## config.mk

```make
export PLATFORM = sky130hd
export DESIGN_NAME = substring_replace_stream
export DESIGN_NICKNAME = d
export VERILOG_FILES = /design/src/hdl/srs_pkg.sv /design/src/hdl/srs_front.sv /design/src/hdl/srs_queue.sv /design/src/hdl/srs_back.sv /design/src/hdl/substring_replace_stream.sv
export SDC_FILE = /design/constraint.sdc
export NUM_CORES = 1
export LEC_CHECK = 0
export BUFFER_PORTS_ARGS = -buffer_cell sky130_fd_sc_hd__buf_2
export CAP_MARGIN = 5
export CORE_MARGIN = 2
export CORE_UTILIZATION = 30
export DETAILED_ROUTE_END_ITERATION = 6
export PLACE_DENSITY = 0.47
export SLEW_MARGIN = 25
export SYNTH_ARGS = -nofsm -noshare
export SYNTH_HDL_FRONTEND = slang
export SYNTH_SLANG_ARGS = --single-unit
export TNS_END_PERCENT = 100
```

## constraint.sdc

```tcl
create_clock -name i_clk -period 7.1 [get_ports i_clk]
set_clock_uncertainty 0.15 [all_clocks]
set_input_delay 1.42 -clock i_clk [delete_from_list [all_inputs] [get_ports i_clk]]
set_output_delay 1.42 -clock i_clk [all_outputs]
set_load 0.1 [all_outputs]
```

## src/hdl/srs_pkg.sv

```systemverilog
// Shared types and constants of the streaming substring replacer.
`timescale 1ns / 1ps

package srs_pkg;

    // Bytes in the pattern and replacement registers, and the widest window.
    localparam int HOLD = 8;
    localparam int BYTE_W = 8;
    localparam int REG_W = HOLD * BYTE_W;
    localparam int LEN_W = 4;
    localparam int CNT_W = 4;
    localparam int IDX_W = 3;
    localparam int REPORT_W = 32;
    localparam int CFG_INDEX_W = 2;
    localparam int QUEUE_DEPTH = 4;
    localparam int PTR_W = 2;

    typedef enum logic [CFG_INDEX_W-1:0] {
        REG_PATTERN_BYTES      = 2'd0,
        REG_PATTERN_LENGTH     = 2'd1,
        REG_REPLACEMENT_BYTES  = 2'd2,
        REG_REPLACEMENT_LENGTH = 2'd3
    } t_reg_index;

    typedef struct packed {
        logic [BYTE_W-1:0] in_byte;
        logic              string_end;
    } t_in_item;

    typedef struct packed {
        logic [BYTE_W-1:0]   out_byte;
        logic                byte_present;
        logic                run_last;
        logic                output_end;
        logic [REPORT_W-1:0] matches_found;
    } t_result;

    // One input item's worth of work for the back end: up to HOLD bytes to
    // send, the byte count (zero with an end flag means a bare end marker).
    typedef struct packed {
        logic [HOLD-1:0][BYTE_W-1:0] bytes;
        logic [CNT_W-1:0]            count;
        logic                        str_end;
        logic [REPORT_W-1:0]         match_count;
    } t_cmd;

endpackage

```

## src/hdl/srs_front.sv

```systemverilog
// Front end: configuration, match window, pattern compare and match tally.
`timescale 1ns / 1ps

module srs_front import srs_pkg::*; #(
    parameter int MAX_PATTERN = 8,
    parameter int MAX_REPLACEMENT = 8,
    parameter int COUNT_WIDTH = 32
) (
    input  logic                   i_clk,
    input  logic                   i_rst_n,
    input  logic                   i_cfg_we,
    input  logic [CFG_INDEX_W-1:0] i_cfg_index,
    input  logic [REG_W-1:0]       i_cfg_data,
    input  logic                   i_accept,
    input  t_in_item               i_item,
    output logic                   o_push,
    output t_cmd                   o_cmd
);

    localparam int WIN = (MAX_PATTERN < HOLD) ? MAX_PATTERN : HOLD;
    localparam int RMAX = (MAX_REPLACEMENT < HOLD) ? MAX_REPLACEMENT : HOLD;
    localparam int FILL_W = $clog2(WIN + 1);

    logic [REG_W-1:0]        r_pat_bytes;
    logic [LEN_W-1:0]        r_pat_len;
    logic [REG_W-1:0]        r_rep_bytes;
    logic [LEN_W-1:0]        r_rep_len;
    logic [WIN-1:0][BYTE_W-1:0] r_win, n_win;
    logic [FILL_W-1:0]       r_fill, n_fill;
    logic [COUNT_WIDTH-1:0]  r_tally, n_tally;

    logic [LEN_W-1:0]        plen, rlen;
    logic [WIN-1:0][BYTE_W-1:0] w_ext;
    logic                    passthru, full, hit;
    logic [COUNT_WIDTH-1:0]  tally_new;
    logic [63:0]             tally_ext;
    logic [REPORT_W-1:0]     report;

    always_comb begin
        plen = (r_pat_len > LEN_W'(WIN)) ? LEN_W'(WIN) : r_pat_len;
        rlen = (r_rep_len > LEN_W'(RMAX)) ? LEN_W'(RMAX) : r_rep_len;
        passthru = (plen == '0);
        // Window with the new byte appended at the fill position.
        for (int i = 0; i < WIN; i++) begin
            w_ext[i] = (FILL_W'(i) == r_fill) ? i_item.in_byte : r_win[i];
        end
        full = !passthru && ((LEN_W'(r_fill) + LEN_W'(1)) == plen);
        hit = full;
        for (int i = 0; i < WIN; i++) begin
            if ((LEN_W'(i) < plen) && (w_ext[i] != r_pat_bytes[BYTE_W*i +: BYTE_W])) begin
                hit = 1'b0;
            end
        end
        if (hit && (r_tally != '1)) begin
            tally_new = r_tally + COUNT_WIDTH'(1);
        end else begin
            tally_new = r_tally;
        end
        tally_ext = 64'(tally_new);
        report = (tally_ext > 64'(32'hFFFF_FFFF)) ? '1 : tally_ext[REPORT_W-1:0];
    end

    always_comb begin
        o_cmd = '0;
        o_cmd.str_end = i_item.string_end;
        o_cmd.match_count = i_item.string_end ? report : '0;
        if (passthru) begin
            o_cmd.bytes[0] = i_item.in_byte;
            o_cmd.count = CNT_W'(1);
        end else if (hit) begin
            for (int i = 0; i < HOLD; i++) begin
                o_cmd.bytes[i] = r_rep_bytes[BYTE_W*i +: BYTE_W];
            end
            o_cmd.count = CNT_W'(rlen);
        end else begin
            for (int i = 0; i < WIN; i++) begin
                o_cmd.bytes[i] = w_ext[i];
            end
            if (i_item.string_end) begin
                o_cmd.count = CNT_W'(r_fill) + CNT_W'(1);
            end else if (full) begin
                o_cmd.count = CNT_W'(1);
            end else begin
                o_cmd.count = '0;
            end
        end
        o_push = i_accept && ((o_cmd.count != '0) || i_item.string_end);
    end

    always_comb begin
        n_win = r_win;
        n_fill = r_fill;
        n_tally = r_tally;
        if (i_accept) begin
            n_win = w_ext;
            n_tally = i_item.string_end ? '0 : tally_new;
            if (passthru || hit || i_item.string_end) begin
                n_fill = '0;
            end else if (full) begin
                // Oldest byte leaves; the rest move up one place.
                for (int i = 0; i < WIN - 1; i++) begin
                    n_win[i] = w_ext[i+1];
                end
            end else begin
                n_fill = r_fill + FILL_W'(1);
            end
        end
        if (i_cfg_we && (t_reg_index'(i_cfg_index) == REG_PATTERN_LENGTH)) begin
            n_fill = '0;
        end
    end

    always_ff @(posedge i_clk) begin
        if (!i_rst_n) begin
            r_pat_bytes <= '0;
            r_pat_len <= '0;
            r_rep_bytes <= '0;
            r_rep_len <= '0;
        end else if (i_cfg_we) begin
            unique case (t_reg_index'(i_cfg_index))
                REG_PATTERN_BYTES:      r_pat_bytes <= i_cfg_data;
                REG_PATTERN_LENGTH:     r_pat_len <= i_cfg_data[LEN_W-1:0];
                REG_REPLACEMENT_BYTES:  r_rep_bytes <= i_cfg_data;
                REG_REPLACEMENT_LENGTH: r_rep_len <= i_cfg_data[LEN_W-1:0];
                default:                r_pat_len <= r_pat_len;
            endcase
        end
    end

    always_ff @(posedge i_clk) begin
        if (!i_rst_n) begin
            r_fill <= '0;
            r_tally <= '0;
        end else begin
            r_fill <= n_fill;
            r_tally <= n_tally;
        end
    end

    always_ff @(posedge i_clk) begin
        r_win <= n_win;
    end

endmodule

```

## src/hdl/srs_queue.sv

```systemverilog
// Short command queue between the front end and the back end.
`timescale 1ns / 1ps

module srs_queue import srs_pkg::*; (
    input  logic i_clk,
    input  logic i_rst_n,
    input  logic i_push,
    input  t_cmd i_data,
    input  logic i_pop,
    output logic o_full,
    output logic o_empty,
    output t_cmd o_head
);

    t_cmd             r_mem [QUEUE_DEPTH];
    logic [PTR_W-1:0] r_wr, r_rd;
    logic [PTR_W:0]   r_count;

    assign o_full = (r_count == (PTR_W+1)'(QUEUE_DEPTH));
    assign o_empty = (r_count == '0);
    assign o_head = r_mem[r_rd];

    always_ff @(posedge i_clk) begin
        if (i_push) begin
            r_mem[r_wr] <= i_data;
        end
    end

    always_ff @(posedge i_clk) begin
        if (!i_rst_n) begin
            r_wr <= '0;
            r_rd <= '0;
            r_count <= '0;
        end else begin
            if (i_push) begin
                r_wr <= r_wr + PTR_W'(1);
            end
            if (i_pop) begin
                r_rd <= r_rd + PTR_W'(1);
            end
            if (i_push && !i_pop) begin
                r_count <= r_count + (PTR_W+1)'(1);
            end else if (!i_push && i_pop) begin
                r_count <= r_count - (PTR_W+1)'(1);
            end
        end
    end

endmodule

```

## src/hdl/srs_back.sv

```systemverilog
// Back end: expands each command into result transfers through an output register.
`timescale 1ns / 1ps

module srs_back import srs_pkg::*; (
    input  logic    i_clk,
    input  logic    i_rst_n,
    input  t_cmd    i_head,
    input  logic    i_head_valid,
    output logic    o_q_pop,
    input  logic    i_pop,
    output logic    o_empty,
    output t_result o_res
);

    logic [IDX_W-1:0] r_k;
    logic             r_out_valid;
    t_result          r_res, n_res;
    logic             bare, last_res, load;

    always_comb begin
        bare = (i_head.count == '0);
        last_res = bare || ((CNT_W'(r_k) + CNT_W'(1)) == i_head.count);
        load = i_head_valid && (!r_out_valid || i_pop);
        n_res.out_byte = bare ? '0 : i_head.bytes[r_k];
        n_res.byte_present = !bare;
        n_res.run_last = last_res;
        n_res.output_end = last_res && i_head.str_end;
        n_res.matches_found = (last_res && i_head.str_end) ? i_head.match_count : '0;
        o_q_pop = load && last_res;
    end

    assign o_empty = !r_out_valid;
    assign o_res = r_res;

    always_ff @(posedge i_clk) begin
        if (!i_rst_n) begin
            r_k <= '0;
            r_out_valid <= 1'b0;
        end else begin
            if (load) begin
                r_k <= last_res ? '0 : r_k + IDX_W'(1);
                r_out_valid <= 1'b1;
            end else if (i_pop) begin
                r_out_valid <= 1'b0;
            end
        end
    end

    always_ff @(posedge i_clk) begin
        if (load) begin
            r_res <= n_res;
        end
    end

endmodule

```

## src/hdl/substring_replace_stream.sv

```systemverilog
// Top level of the streaming substring find-and-replace block.
`timescale 1ns / 1ps

// Channel   | Handshake            | Payload
// ----------+----------------------+------------------------------------------
// input     | push / full          | i_item  : in_byte, string_end
// result    | empty / pop          | o_result: out_byte, byte_present, run_last,
//           |                      |           output_end, matches_found
// config    | i_cfg_we             | i_cfg_index, i_cfg_data
//
// One input byte is taken per cycle while the command queue has room; each
// byte yields zero to eight result transfers, and the back end sends one
// result per cycle while the result side keeps popping.
// A result passes through the command queue and then the output register.
// Reset is synchronous and active low; it clears configuration, fill, tally, queue and output.
// A stalled result side fills the four-entry queue, after which full rises.

module substring_replace_stream import srs_pkg::*; #(
    parameter int MAX_PATTERN = 8,
    parameter int MAX_REPLACEMENT = 8,
    parameter int COUNT_WIDTH = 32
) (
    input  logic                   i_clk,
    input  logic                   i_rst_n,
    input  logic                   i_cfg_we,
    input  logic [CFG_INDEX_W-1:0] i_cfg_index,
    input  logic [REG_W-1:0]       i_cfg_data,
    input  logic                   push,
    output logic                   full,
    input  t_in_item               i_item,
    output logic                   empty,
    input  logic                   pop,
    output t_result                o_result
);

    logic accept;
    logic q_push, q_pop, q_full, q_empty;
    t_cmd front_cmd, q_head;

    // The queue full flag is the input-side stall; everything else flows.
    assign full = q_full;
    assign accept = push && !q_full;

    // The front end classifies each byte: pass through, hit, shift or hold.
    srs_front #(
        .MAX_PATTERN     (MAX_PATTERN),
        .MAX_REPLACEMENT (MAX_REPLACEMENT),
        .COUNT_WIDTH     (COUNT_WIDTH)
    ) u_front (
        .i_clk       (i_clk),
        .i_rst_n     (i_rst_n),
        .i_cfg_we    (i_cfg_we),
        .i_cfg_index (i_cfg_index),
        .i_cfg_data  (i_cfg_data),
        .i_accept    (accept),
        .i_item      (i_item),
        .o_push      (q_push),
        .o_cmd       (front_cmd)
    );

    // Commands that cause no result are never queued.
    srs_queue u_queue (
        .i_clk   (i_clk),
        .i_rst_n (i_rst_n),
        .i_push  (q_push),
        .i_data  (front_cmd),
        .i_pop   (q_pop),
        .o_full  (q_full),
        .o_empty (q_empty),
        .o_head  (q_head)
    );

    // The back end walks each command one byte per transfer.
    srs_back u_back (
        .i_clk        (i_clk),
        .i_rst_n      (i_rst_n),
        .i_head       (q_head),
        .i_head_valid (!q_empty),
        .o_q_pop      (q_pop),
        .i_pop        (pop),
        .o_empty      (empty),
        .o_res        (o_result)
    );

    // A result without a byte is only ever the end marker of a string.
    a_bare_is_end: assert property (@(posedge i_clk) disable iff (!i_rst_n)
        (!empty && !o_result.byte_present) |-> o_result.output_end)
        else $error("bare result that does not end the string");

    // The match count is reported on the final result of a string only.
    a_count_at_end: assert property (@(posedge i_clk) disable iff (!i_rst_n)
        (!empty && !o_result.output_end) |-> (o_result.matches_found == '0))
        else $error("match count outside the end of a string");

    // With nothing queued and nothing arriving, no result can appear.
    a_no_spurious: assert property (@(posedge i_clk) disable iff (!i_rst_n)
        (q_empty && empty && !q_push) |=> empty)
        else $error("result appeared with no queued work");

endmodule
```

# == After elaboration in Yosys (flattened, before gate mapping) ==
# Memory sizes are Yosys's and may differ from the RTL's. A register that Yosys moved wholly into a read port is not among the register bits.
# Index checks and enable logic that the tools add are counted.
# classes
addsub,8
order_cmp,11
eq_ne,23
muxes,41
bitwise,1
n_reduce_logical,44
# ops
cell,count
56-bit two-way mux,3
32-bit two-way mux,3
8-bit two-way mux,9
68-bit two-way mux,1
8-bit inequality test,8
"32-bit by 1-bit adder with 32-bit output, second input constant",1
"32-bit inequality test, second input constant",1
8-bit binary-select mux with 3-bit select,1
4-bit two-way mux,5
1-bit logical AND,18
"3-bit by 4-bit == test with 1-bit output, first input constant",4
"3-bit by 4-bit less-than comparator with 1-bit output, first input constant",4
1-bit two-way mux,13
4-bit logical NOT,3
12-bit two-way mux,1
2-bit AND reduction,5
3-bit two-way mux,3
"2-bit by 4-bit == test with 1-bit output, first input constant",2
4-bit == test,2
"4-bit greater-than comparator, second input constant",2
"1-bit by 4-bit less-than comparator with 1-bit output, first input constant",2
"2-bit by 4-bit less-than comparator with 1-bit output, first input constant",2
1-bit logical NOT,7
"3-bit by 1-bit adder with 3-bit output, second input constant",2
18 further kinds,26
# totals
ff_bits,290
ram_bits,404
inputBits,80
output_inout_bits,45
word_cells,153
memories,1
# memory_table
name,depth,width,read_ports,rd_ports_with_merged_regs,wr,line,source
u_queue.r_mem,4,101,1,1,1,srs_queue.sv:15,t_cmd r_mem [QUEUE_DEPTH];

# == Depth between registers and ports, before layout ==
# Gate-level depths: netlist (run 1).
# depth
depth_word,22
mapped_depth,19
ltp_nobuf,16

# == Hierarchy ==
# Synthesis (run 1) repeated with hierarchy kept, for this count alone.
# unflattened
cells_unflattened,2412
area_unflattened_um2,30947.2
# by_module_without_submodules
mod,instances,cells_per_inst,area_per_inst_um2,seq_area_each_um2
srs_queue,1,570,15021.9,12311.8
srs_front,1,1688,13565.5,5365.1
srs_back,1,152,2342.2,1371.3
substring_replace_stream,1,2,17.5,0.0

# == Worst setup path before layout (run 1) ==
# Ideal clock, no wire load.
# synth_path
kind,in2reg
start,input port i_item[8] in the netlist's numbering
end,memory u_queue.r_mem[1][0] in the netlist's numbering (enable)
setup_time_ns,0.471
t_arrival_ns,5.803
required_ns,6.479
slack_ns,0.675
cell_stages,11
n_path_buf,3
cell_sequence,clkbuf_1 -> mux2i_1 -> a2bb2oi_1 -> o221ai_1 -> nor4_1 -> o31a_1 -> o2111a_1 -> buf_2 -> buf_2 -> a31oi_1 -> and2_1
# synth_between
elab_chain_cells,18
elab_cells_between_ends,39
cone_classes,eq/ne (8); mux (20); reduce/logical (11)
# synth_lines
item,line,source
"start, declared",substring_replace_stream.sv:30,"input t_in_item i_item,"
8-bit two-way mux,srs_front.sv:45,w_ext[i] = (FILL_W'(i) == r_fill) ? i_item.in_byte : r_win[i];
8-bit inequality test,srs_front.sv:50,if ((LEN_W'(i) < plen) && (w_ext[i] != r_pat_bytes[BYTE_W*i +: BYTE_W])) begin
1-bit logical AND,srs_front.sv:50,
1-bit two-way mux (7 in series),srs_front.sv:50,
1-bit two-way mux (*),srs_front.sv:50,
68-bit two-way mux (*),srs_front.sv:70,end else if (hit) begin
12-bit two-way mux (*),srs_front.sv:67,if (passthru) begin
4-bit nonzero test (*),srs_front.sv:87,o_push = i_accept && ((o_cmd.count != '0) || i_item.string_end);
1-bit logical OR (*),srs_front.sv:87,
1-bit logical AND (*),srs_front.sv:87,
named net q_push,substring_replace_stream.sv:37,"logic q_push, q_pop, q_full, q_empty;"
1-bit two-way mux (*),srs_queue.sv:24,if (i_push) begin
1-bit two-way mux (implied by the code) (*),srs_queue.sv:25,r_mem[r_wr] <= i_data;
"end, declared",srs_queue.sv:15,
# Mark *: on every way through the listed nets, which the timed path passes. The rest lies on a longest branch.

==> qor.yml, run 1 <==
outcome: "finished, violations left"
violations: "design-rule violations"
clockBufferDepth: 3
top_usage_layer: "met2"
synthArstFlopShare_pct: 0
p_leak_uw: 0.0121
clkPwrFrac_pct: 32.6
worst-path-stages: 10
path_class: "flip-flop to flip-flop"
syn_area_per_cell_um2: 12.9
cp-startpoint: "u_front.r_fill[2]$_SDFFE_PP0P_"
hold_path_class: "flip-flop to flip-flop"
synthCells: 2363
wl_um: 91300
cts_sinks: 696
clk_pin_slew_ps: 60
vias_per_cell: 5.18
worst_setup_path_endpoint: "u_queue.r_mem[3][46]$_DFFE_PP_"
core_mm2: 0.100
r2r-end: "u_queue.r_mem[3][46]$_DFFE_PP_"
finalSetupViolations: 0
start_util_pct: 30.3
yosysUniqueCellTypes: 74
post-route-drc-count: 2
cp.required_ps: 7220
r2r_slack_ps: 1190
drt_pass1_iterations: 7
r2r_start: "u_front.r_fill[2]$_SDFFE_PP0P_"
root_buffer: "clkbuf_16"
synthMuxAreaShare_pct: 11.3
grt_max_degree: 80
cp_slowest_cell: "a211oi_1"
synth_fa_ha_area_share_pct: 0.519
port_buffers: 124
postLayoutCoreUtil_pct: 35.2
dp_hpwl_um: 60700
intPower_uw: 8350
antenna_found_initial: 18
dieWidth_um: 322
rsz0062_at_grt: "no"
drv_cap: 0
grt_util_met3_pct: 3.12
vias: 20225
cts_resized: 0
gp_congestion: 0.854
drt_iter0_markers: 2133
worstSetupEndpointType: "flip-flop"
cts_tree: "yes"
max_freq_ghz: 0.169
slew_headroom_pct: 22.8
arrival_ps: 6020
yosys.area_share.xor_xnor_pct: 2.48
layout-drive-gt1-share_pct: 19.6
power.density_mw_per_mm2: 353
synth_top_family_by_area: "multiplexers"
place_area_mm2: 0.0327
swShare_pct: 33.0
final_max_slew_viol_count: 0
synthFlopType: "edfxtp_1"
rows: 116
crit_buf_inv: 2
p_seq_share_pct: 42.5
post_cts_buffers: 0
grt_pass1_wl_um: 133000
design_area_mm2: 0.0353
overflow: 0
period_share_pct: 83.2
syn-cell-area_mm2: 0.0304
wl_per_cell_um: 23.4
path_max_fanout: 41
post-route-min-period_ps: 5910
reg2reg_depth: 10
regArea_mm2: 0.0191
syn_nets: 2455
synth_seq_cells: 696
p_switching_uw: 4120
multi_input_area_mm2: 0.0105
first_global_vias: 19911
ys_warn_count: 0
setup_tns_ps: 0
cts_hold_repair.buffers: 0
nets: 2571
clock_latency_ps: 640
cp_top_family: "compound AO/OA/AOI/OAI gates"
startpoint_type: "flip-flop"
grt.total_usage_pct: 17.3
synth_compound_area_share_pct: 8.76
ir_worst_vdd_uv: 220
p_comb_share_pct: 24.9
slowest_delay_ps: 950
synth-edff-count: 511
syn_to_final_growth_pct: 16.2
tightest_slew_ps: 1150
dieArea_mm2: 0.104
die_y_um: 322
cts_buffers: 81
hold_viol: 0
use_met2_pct: 26.5
fillerInstances: 9788
grt_use_met1_pct: 24.9
crit_chain: "nand3b_1, mux2i_1, o22ai_1, or4_1, nor3_1, o31a_1, o2111ai_4, buf_12, buf_4, a211oi_1"
synthSimpleGateAreaFrac_pct: 11.3
h-tree-depth: 3
yosysSeqAreaShare_pct: 62.7
io_pins: 125
detail-route-antenna-nets: 0
## state kept, by name, summed over array words and instances (netlist names), named ones only
signal               flops
u_queue.r_rd             2
u_front.r_rep_len        4
u_back.r_k               3
u_front.r_win           64
u_queue.r_mem          404
u_queue.r_count          3
u_front.r_fill           4
u_front.r_rep_bytes     64
u_back.r_out_valid       1
u_front.r_pat_bytes     64
u_queue.r_wr             2
u_front.r_pat_len        4
u_back.o_res            43
u_front.r_tally         32
## worst min-delay path: stages (launching register included)
cell	delay (ps)
dfxtp_1	310
nand2_1	50
a21oi_1	50
## worst min path at each step
stage / slack (ps) / end / cells after the start / startpoint
floorplan: 290 / u_front.r_rep_bytes[56]$_SDFFE_PN0P_ / 2 / u_front.r_rep_bytes[56]$_SDFFE_PN0P_
global placement: 290 / u_front.r_rep_bytes[59]$_SDFFE_PN0P_ / 2 / u_front.r_rep_bytes[59]$_SDFFE_PN0P_
detailed placement: 300 / u_front.r_rep_bytes[16]$_SDFFE_PN0P_ / 2 / u_front.r_rep_bytes[16]$_SDFFE_PN0P_
CTS: 310 / u_front.r_rep_bytes[55]$_SDFFE_PN0P_ / 2 / u_front.r_rep_bytes[55]$_SDFFE_PN0P_
global route: 330 / u_front.r_rep_bytes[62]$_SDFFE_PN0P_ / 2 / u_front.r_rep_bytes[62]$_SDFFE_PN0P_
finish: 310 / u_front.r_rep_bytes[36]$_SDFFE_PN0P_ / 2 / u_front.r_rep_bytes[36]$_SDFFE_PN0P_
## cell usage after synthesis (30+ instances only)
cell,n,area share [%]
dfxtp_1,185,12
or3_1,42,0.86
o221a_2,34,1.3
and3_1,48,0.99
xor2_1,34,0.98
a21oi_1,201,3.3
mux2i_1,75,2.5
nand2_1,310,3.8
nand3_1,46,0.76
edfxtp_1,511,50
o22ai_1,30,0.62
mux4_2,117,8.7
clkbuf_1,128,1.6
xnor2_1,52,1.5
inv_1,71,0.88
nor2_1,167,2.1
a211oi_1,56,1.4
## final cells by class
type                    instances  share of cell area [%]
clock inverters                32                   0.556
flip-flops and latches        696                    53.9
inverters                      71                   0.761
multi-input cells            1436                    29.8
clock buffers                 116                    6.79
diodes                          6                  0.0425
repair buffers                193                    3.29
well taps                    1357                    4.81
## cells in the final DEF (no fill, tap or decap), drive strengths merged, types with 6 or more instances in the layout
master,instances
o22ai,30
inv,73
o221a,34
mux4,117
clkinv,28
nand3,46
clkbuf,116
nor2,167
and2,9
nor3b,10
nand3b,10
dfxtp,185
buf,193
o31ai,7
ha,11
or3,42
a222oi,7
or4,9
nor3,24
nor4,17
a21oi,201
edfxtp,511
a211oi,56
a31oi,13
xnor2,52
and3,48
diode,6
mux2i,76
xor2,34
nand2,310
o21ai,20
nand2b,10
nand4,12
## cell families (layout without fill, tap and decap cells)
logic type	count (synthesis)	after routing
buffers and inverters	231	412
muxes	197	197
adders and majority gates	12	12
AOI/OAI and AO/OA	407	407
xor gates and xnor gates	86	86
DFF	696	696
other	0	6
and+or+nand+nor	734	734
## routing by layer
| layer | part of all wire [%] | wire, um |
|---|---|---|
| met4 | 2.1 | 1950 |
| met3 | 6.2 | 5630 |
| met2 | 45 | 41100 |
| met5 | 0.067 | 61 |
| met1 | 47 | 42600 |
## power groups by stage
stage               clock network (uW)  logic (uW)  registers, uW
finish                            4060        3110           5300
global route                      4300        3290           5360
CTS                               4150        3170           5310
detailed placement                   0        3150           5400
global placement                     0        3140           5370
floorplan                            0        1430           6190
## per-stage QoR
step	total power, uW	std cells	hold slack (ps)	setup WS [ps]
CTS	12600	3901	308	1340
floorplan	7620	2363	286	675
global route	13000	3903	327	997
finish	12500	3907	306	1190
detailed placement	8550	3753	299	1130
global placement	8510	3753	292	1180
Power figures use the tool's default switching activity.
==> run 2, diff against run 1 <==
Settings changed: ABC_AREA set to 1, PLACE_DENSITY 0.47 to 0.48.
Clock period 7.1 ns to 5.35 ns, I/O delays scaled along.
==> qor.yml, run 2 <==
die_y_um: 326  # +1.1%
crit_buf_inv: 5  # +3
drt_iter0_markers: 2004  # -6.0%
first_global_vias: 22807  # +15%
clk_pin_slew_ps: 60  # about the same
cts_resized: 0  # unchanged
path_max_fanout: 16  # -61%
yosysSeqAreaShare_pct: 61.3  # -1.4 points
start_util_pct: 30.1  # -0.19 points
synthArstFlopShare_pct: 0  # unchanged
final_max_slew_viol_count: 0  # unchanged
fillerInstances: 10558  # +7.9%
overflow: 0  # unchanged
drt_pass1_iterations: 6  # -1
cp_top_family: "simple AND/OR/NAND/NOR gates"
cp_slowest_cell: "dfxtp_1"
finalSetupViolations: 0  # unchanged
arrival_ps: 5270  # -750 ps
slew_headroom_pct: 29.9  # +7.1 points
grt.total_usage_pct: 18.5  # +1.2 points
yosysUniqueCellTypes: 46  # -38%
wl_um: 101000  # +10%
nets: 3533  # +37%
wl_met3_um: 5260  # -6.5%
period_share_pct: 90.7  # +7.5 points
tightest_slew_ps: 1040  # -111 ps
h-tree-depth: 3  # unchanged
cp.required_ps: 5770  # -1450 ps
layout-drive-gt1-share_pct: 10.8  # -8.7 points
synth-edff-count: 511  # unchanged
max_freq_ghz: 0.206  # +22%
drv_cap: 0  # unchanged
port_buffers: 124  # unchanged
vias: 24341  # +20%
power.density_mw_per_mm2: 480  # +36%
antenna_found_initial: 0  # -18
cts_tree: "yes"
met1_length_um: 49100  # +15%
worstSetupEndpointType: "flip-flop"
gp_congestion: 0.882  # +3.2%
cts_sinks: 696  # unchanged
wl_met2_um: 44200  # +7.7%
clock_latency_ps: 650  # about the same
hold_viol: 0  # unchanged
post-route-drc-count: 0  # -2
syn-cell-area_mm2: 0.0311  # +2.3%
synth_top_area_share_pct: 49.4  # -1.1 points
cts_hold_repair.buffers: 0  # unchanged
antenna_cells: 0  # -6
startpoint_type: "flip-flop"
setup_tns_ps: 0  # unchanged
rows: 118  # +1.7%
ir_worst_vdd_uv: 488  # +120%
rsz0062_at_grt: "no"
cts_buffers: 77  # -4.9%
syn_area_per_cell_um2: 9.31  # -28%
synth_common_cells: "nand2_1, nor2_1, edfxtp_1"
core_mm2: 0.103  # +2.9%
largest_register_ffs: 404  # unchanged
grt_pass1_wl_um: 150000  # +13%
synth_most_common_cell: "nand2_1"
synthFlopType: "edfxtp_1"
wl_per_cell_um: 20.6  # -12%
synthCells: 3339  # +41%
dieWidth_um: 326  # +1.1%
p_leak_uw: 0.0137  # +13%
dp_hpwl_um: 66700  # +10%
ys_warn_count: 0  # unchanged
layout_common_cells: "nand2_1, nor2_1, edfxtp_1, o21ai_0, inv_1"
netlist_top_cells_area: "edfxtp_1, dfxtp_1, o21ai_0"
detail-route-antenna-nets: 0  # unchanged
path_class: "flip-flop to flip-flop"
slowest_delay_ps: 400  # -550 ps
syn_to_final_growth_pct: 16.3  # about the same
grt_max_degree: 155  # +94%
yosysTopAreaCell: "edfxtp_1"
post_cts_buffers: 0  # unchanged
cpMostUsedCell: "nand2_1"
syn_nets: 3431  # +40%
layout_commonest_cell: "nand2_1"
largest-register: "u_queue.r_mem"
timing.hold.ws_ps: 315  # +8.69 ps
dr.max_layer_used: "met4"
vias_per_cell: 4.98  # -3.7%
clockBufferDepth: 3  # unchanged
io_pins: 125  # unchanged
dieArea_mm2: 0.106  # +2.2%
synth_seq_cells: 696  # unchanged
root_buffer: "clkbuf_16"
post-route-min-period_ps: 4850  # -1050 ps
outcome: "finished clean"
hold_path_class: "flip-flop to flip-flop"
==> run 2: cell count changes after synthesis, sizes merged, moves of 50 or more <==
| cell | previous run | this run |
|---|---|---|
| xnor2 | 52 | 2 |
| mux4 | 117 | 0 |
| nand2 | 310 | 599 |
| nor2 | 167 | 555 |
| mux2i | 76 | 0 |
| o21ai | 20 | 472 |
| nand3 | 46 | 171 |
| inv | 71 | 239 |
==> run 2: routing by layer <==
metal  up-vias  global-route usage [%]
met2       666                    28.2
li1      11667                       -
met4         0                    5.22
met5         -                       0
met3       137                    2.23
met1     11871                    27.6
==> run 2: worst paths after layout <==
path,from,to,slack (ps),depth (start not counted)
max,u_front.r_fill[0]$_SDFFE_PP0P_,u_queue.r_count[2]$_SDFFE_PN0P_,500,28
min,u_queue.r_rd[1]$_SDFFE_PN0P_,flip-flop,320,2
max reg2reg,u_front.r_fill[0]$_SDFFE_PP0P_,u_queue.r_count[2]$_SDFFE_PN0P_,500,28
min reg2reg,u_queue.r_rd[1]$_SDFFE_PN0P_,flip-flop,320,2
==> run 2: worst register-to-register path: cells and delay by family, from the launching register on <==
kind | cells | cell delay, ps
AOI/OAI and AO/OA | 3 | 420
DFF | 1 | 400
xor gates and xnor gates | 1 | 240
buffers and inverters | 5 | 700
adders and majority gates | 3 | 890
and+or+nand+nor | 16 | 1990
==> run 2: cells by family after synthesis <==
group           synth area share (%)
compound gates                  13.4
xor+xnor                       0.648
fa+ha+maj                      0.507
buf+inv                         5.44
flops                           61.3
simple gates                    18.7
==> run 2: cell type report <==
type,count,area (um2),share of cell area (%)
sequential,696,19100,52.7
inverter,245,931,2.57
multi-input combinational,2210,10400,28.8
clock buffer,98,2120,5.86
clock inverter,44,449,1.24
timing repair buffer,211,1450,4.01
tap,1380,1730,4.78
==> run 2: power by group <==
group / switching [uW] / internal [uW] / total (uW)
combinational: 3960 / 1070 / 5030
sequential: 208 / 6700 / 6910
clock: 2290 / 3120 / 5410
==> run 2: through the flow <==
step                      worst slack [ps]  cell area (um2)  cells  total power [uW]  utilization (%)
after floorplan                        135            31100   3339             10400                -
after global placement                 436            33600   4742             12100             32.5
after detailed placement               394            33600   4742             12100             32.5
after CTS                              532            36200   4884             17500             35.0
after global routing                   139            36200   4884             18100             35.0
final                                  497            36200   4884             17400             35.0
==> run 3, diff against run 2 <==
Settings changed: CTS_BUF_LIST set to sky130_fd_sc_hd__clkbuf_8 sky130_fd_sc_hd__clkbuf_16.
==> qor.yml, run 3 (same netlist as run 2, synthesis figures left out) <==
outcome: "finished clean"
dieWidth_um: 326  # unchanged
cts_tree: "yes"
setup_tns_ps: 0  # unchanged
worstSetupEndpointType: "flip-flop"
slew_headroom_pct: 29.4  # -0.59 points
cts_resized: 0  # unchanged
setup_slack_ps: 452  # -45.0 ps
vias: 24316  # -0.10%
cp_slowest_cell: "dfxtp_1"
p_leak_uw: 0.0138  # +0.39%
wl_um: 101000  # about the same
place_area_mm2: 0.0336  # unchanged
power.density_mw_per_mm2: 479  # -0.20%
first_global_vias: 22807  # unchanged
max_freq_ghz: 0.204  # -0.92%
start_util_pct: 30.1  # unchanged
layout_common_cells: "nand2_1, nor2_1, edfxtp_1, o21ai_0, inv_1"
largest-register: "u_queue.r_mem"
overflow: 0  # unchanged
grt_pass1_wl_um: 150000  # unchanged
cts_buffers: 77  # unchanged
syn_to_final_growth_pct: 16.3  # about the same
path_max_fanout: 16  # unchanged
wl_per_cell_um: 20.6  # about the same
drt_pass1_iterations: 6  # unchanged
finalSetupViolations: 0  # unchanged
rows: 118  # unchanged
io_pins: 125  # unchanged
use_met2_pct: 28.2  # unchanged
h-tree-depth: 3  # unchanged
grt.total_usage_pct: 18.5  # unchanged
grt_max_degree: 155  # unchanged
tightest_slew_ps: 1050  # +8.75 ps
clock_latency_ps: 650  # about the same
drt_iter0_markers: 1985  # -0.95%
path_class: "flip-flop to flip-flop"
drv_cap: 0  # unchanged
clockBufferDepth: 3  # unchanged
hold_viol: 0  # unchanged
cpMostUsedCell: "nand2_1"
slowest_delay_ps: 400  # about the same
core_mm2: 0.103  # unchanged
dp_hpwl_um: 66700  # unchanged
port_buffers: 124  # unchanged
grt_use_met1_pct: 27.6  # unchanged
design_area_mm2: 0.0362  # about the same
rsz0062_at_grt: "no"
arrival_ps: 5320  # +50 ps
post-route-drc-count: 0  # unchanged
cts_hold_repair.buffers: 0  # unchanged
dieArea_mm2: 0.106  # unchanged
vias_per_cell: 4.98  # -0.12%
top_usage_layer: "met2"
antenna_found_initial: 0  # unchanged
gp_congestion: 0.882  # unchanged
dpl_worst_slack_ps: 394  # unchanged
post_cts_buffers: 0  # unchanged
post-route-min-period_ps: 4900  # +45.0 ps
clk_pin_slew_ps: 60  # about the same
period_share_pct: 91.6  # +0.84 points
cts_sinks: 696  # unchanged
layout-drive-gt1-share_pct: 10.8  # unchanged
ir_worst_vdd_uv: 488  # about the same
cp.required_ps: 5770  # about the same
startpoint_type: "flip-flop"
hold_path_class: "flip-flop to flip-flop"
layout_commonest_cell: "nand2_1"
nets: 3533  # unchanged
detail-route-antenna-nets: 0  # unchanged
die_y_um: 326  # unchanged
largest_register_ffs: 404  # unchanged
grt_util_met3_pct: 2.23  # unchanged
final_max_slew_viol_count: 0  # unchanged
root_buffer: "clkbuf_16"
## run 3: cell count changes in the layout (fill, tap and decap cells not counted), sizes merged
cell,before,now
inv,240,253
clkbuf,98,85
diode,0,1
## run 3: final cells by class
type,count,area [um2]
antenna,1,2.50
clock buffer,85,2070
clock inverter,57,498
fill,10558,67000
inverter,245,931
multi-input combinational,2210,10400
sequential,696,19100
tap,1380,1730
timing repair buffer,211,1450
## run 3: path summary, 6_finish.rpt
check                                 start                         endpoint  slack, ps  depth (start not counted)
max          u_front.r_fill[0]$_SDFFE_PP0P_  u_queue.r_count[2]$_SDFFE_PN0P_        450                         28
max reg2reg  u_front.r_fill[0]$_SDFFE_PP0P_  u_queue.r_count[2]$_SDFFE_PN0P_        450                         28
min            u_queue.r_rd[1]$_SDFFE_PN0P_                        flip-flop        320                          2
min reg2reg    u_queue.r_rd[1]$_SDFFE_PN0P_                        flip-flop        320                          2
## run 3: power by group
group	total [uW]	switching (uW)	internal, uW
logic	5020	3950	1070
registers	6910	208	6700
clock network	5390	2290	3100
## run 3: per-layer routing
layer / routed length, um / vias to the layer above
li1: - / 11670
met4: 2240 / 0
met1: 49100 / 11842
met5: 0 / -
met3: 5340 / 137
met2: 44100 / 667
## run 3: critical path: cells and delay by family, from the launching register on
kind | cells | cell delay (ps)
AOI/OAI and AO/OA | 3 | 440
xor gates and xnor gates | 1 | 240
adders and majority gates | 3 | 890
buffers and inverters | 5 | 690
DFF | 1 | 400
and+or+nand+nor | 16 | 2000
## run 3: per-stage QoR
stage               hold slack [ps]  std cells  util, %  total power [uW]
floorplan                       280       3339        -             10400
global placement                298       4742     32.5             12100
detailed placement              301       4742     32.5             12100
CTS                             311       4884     35.0             17500
global route                    334       4884     35.0             18100
finish                          315       4885     35.0             17300
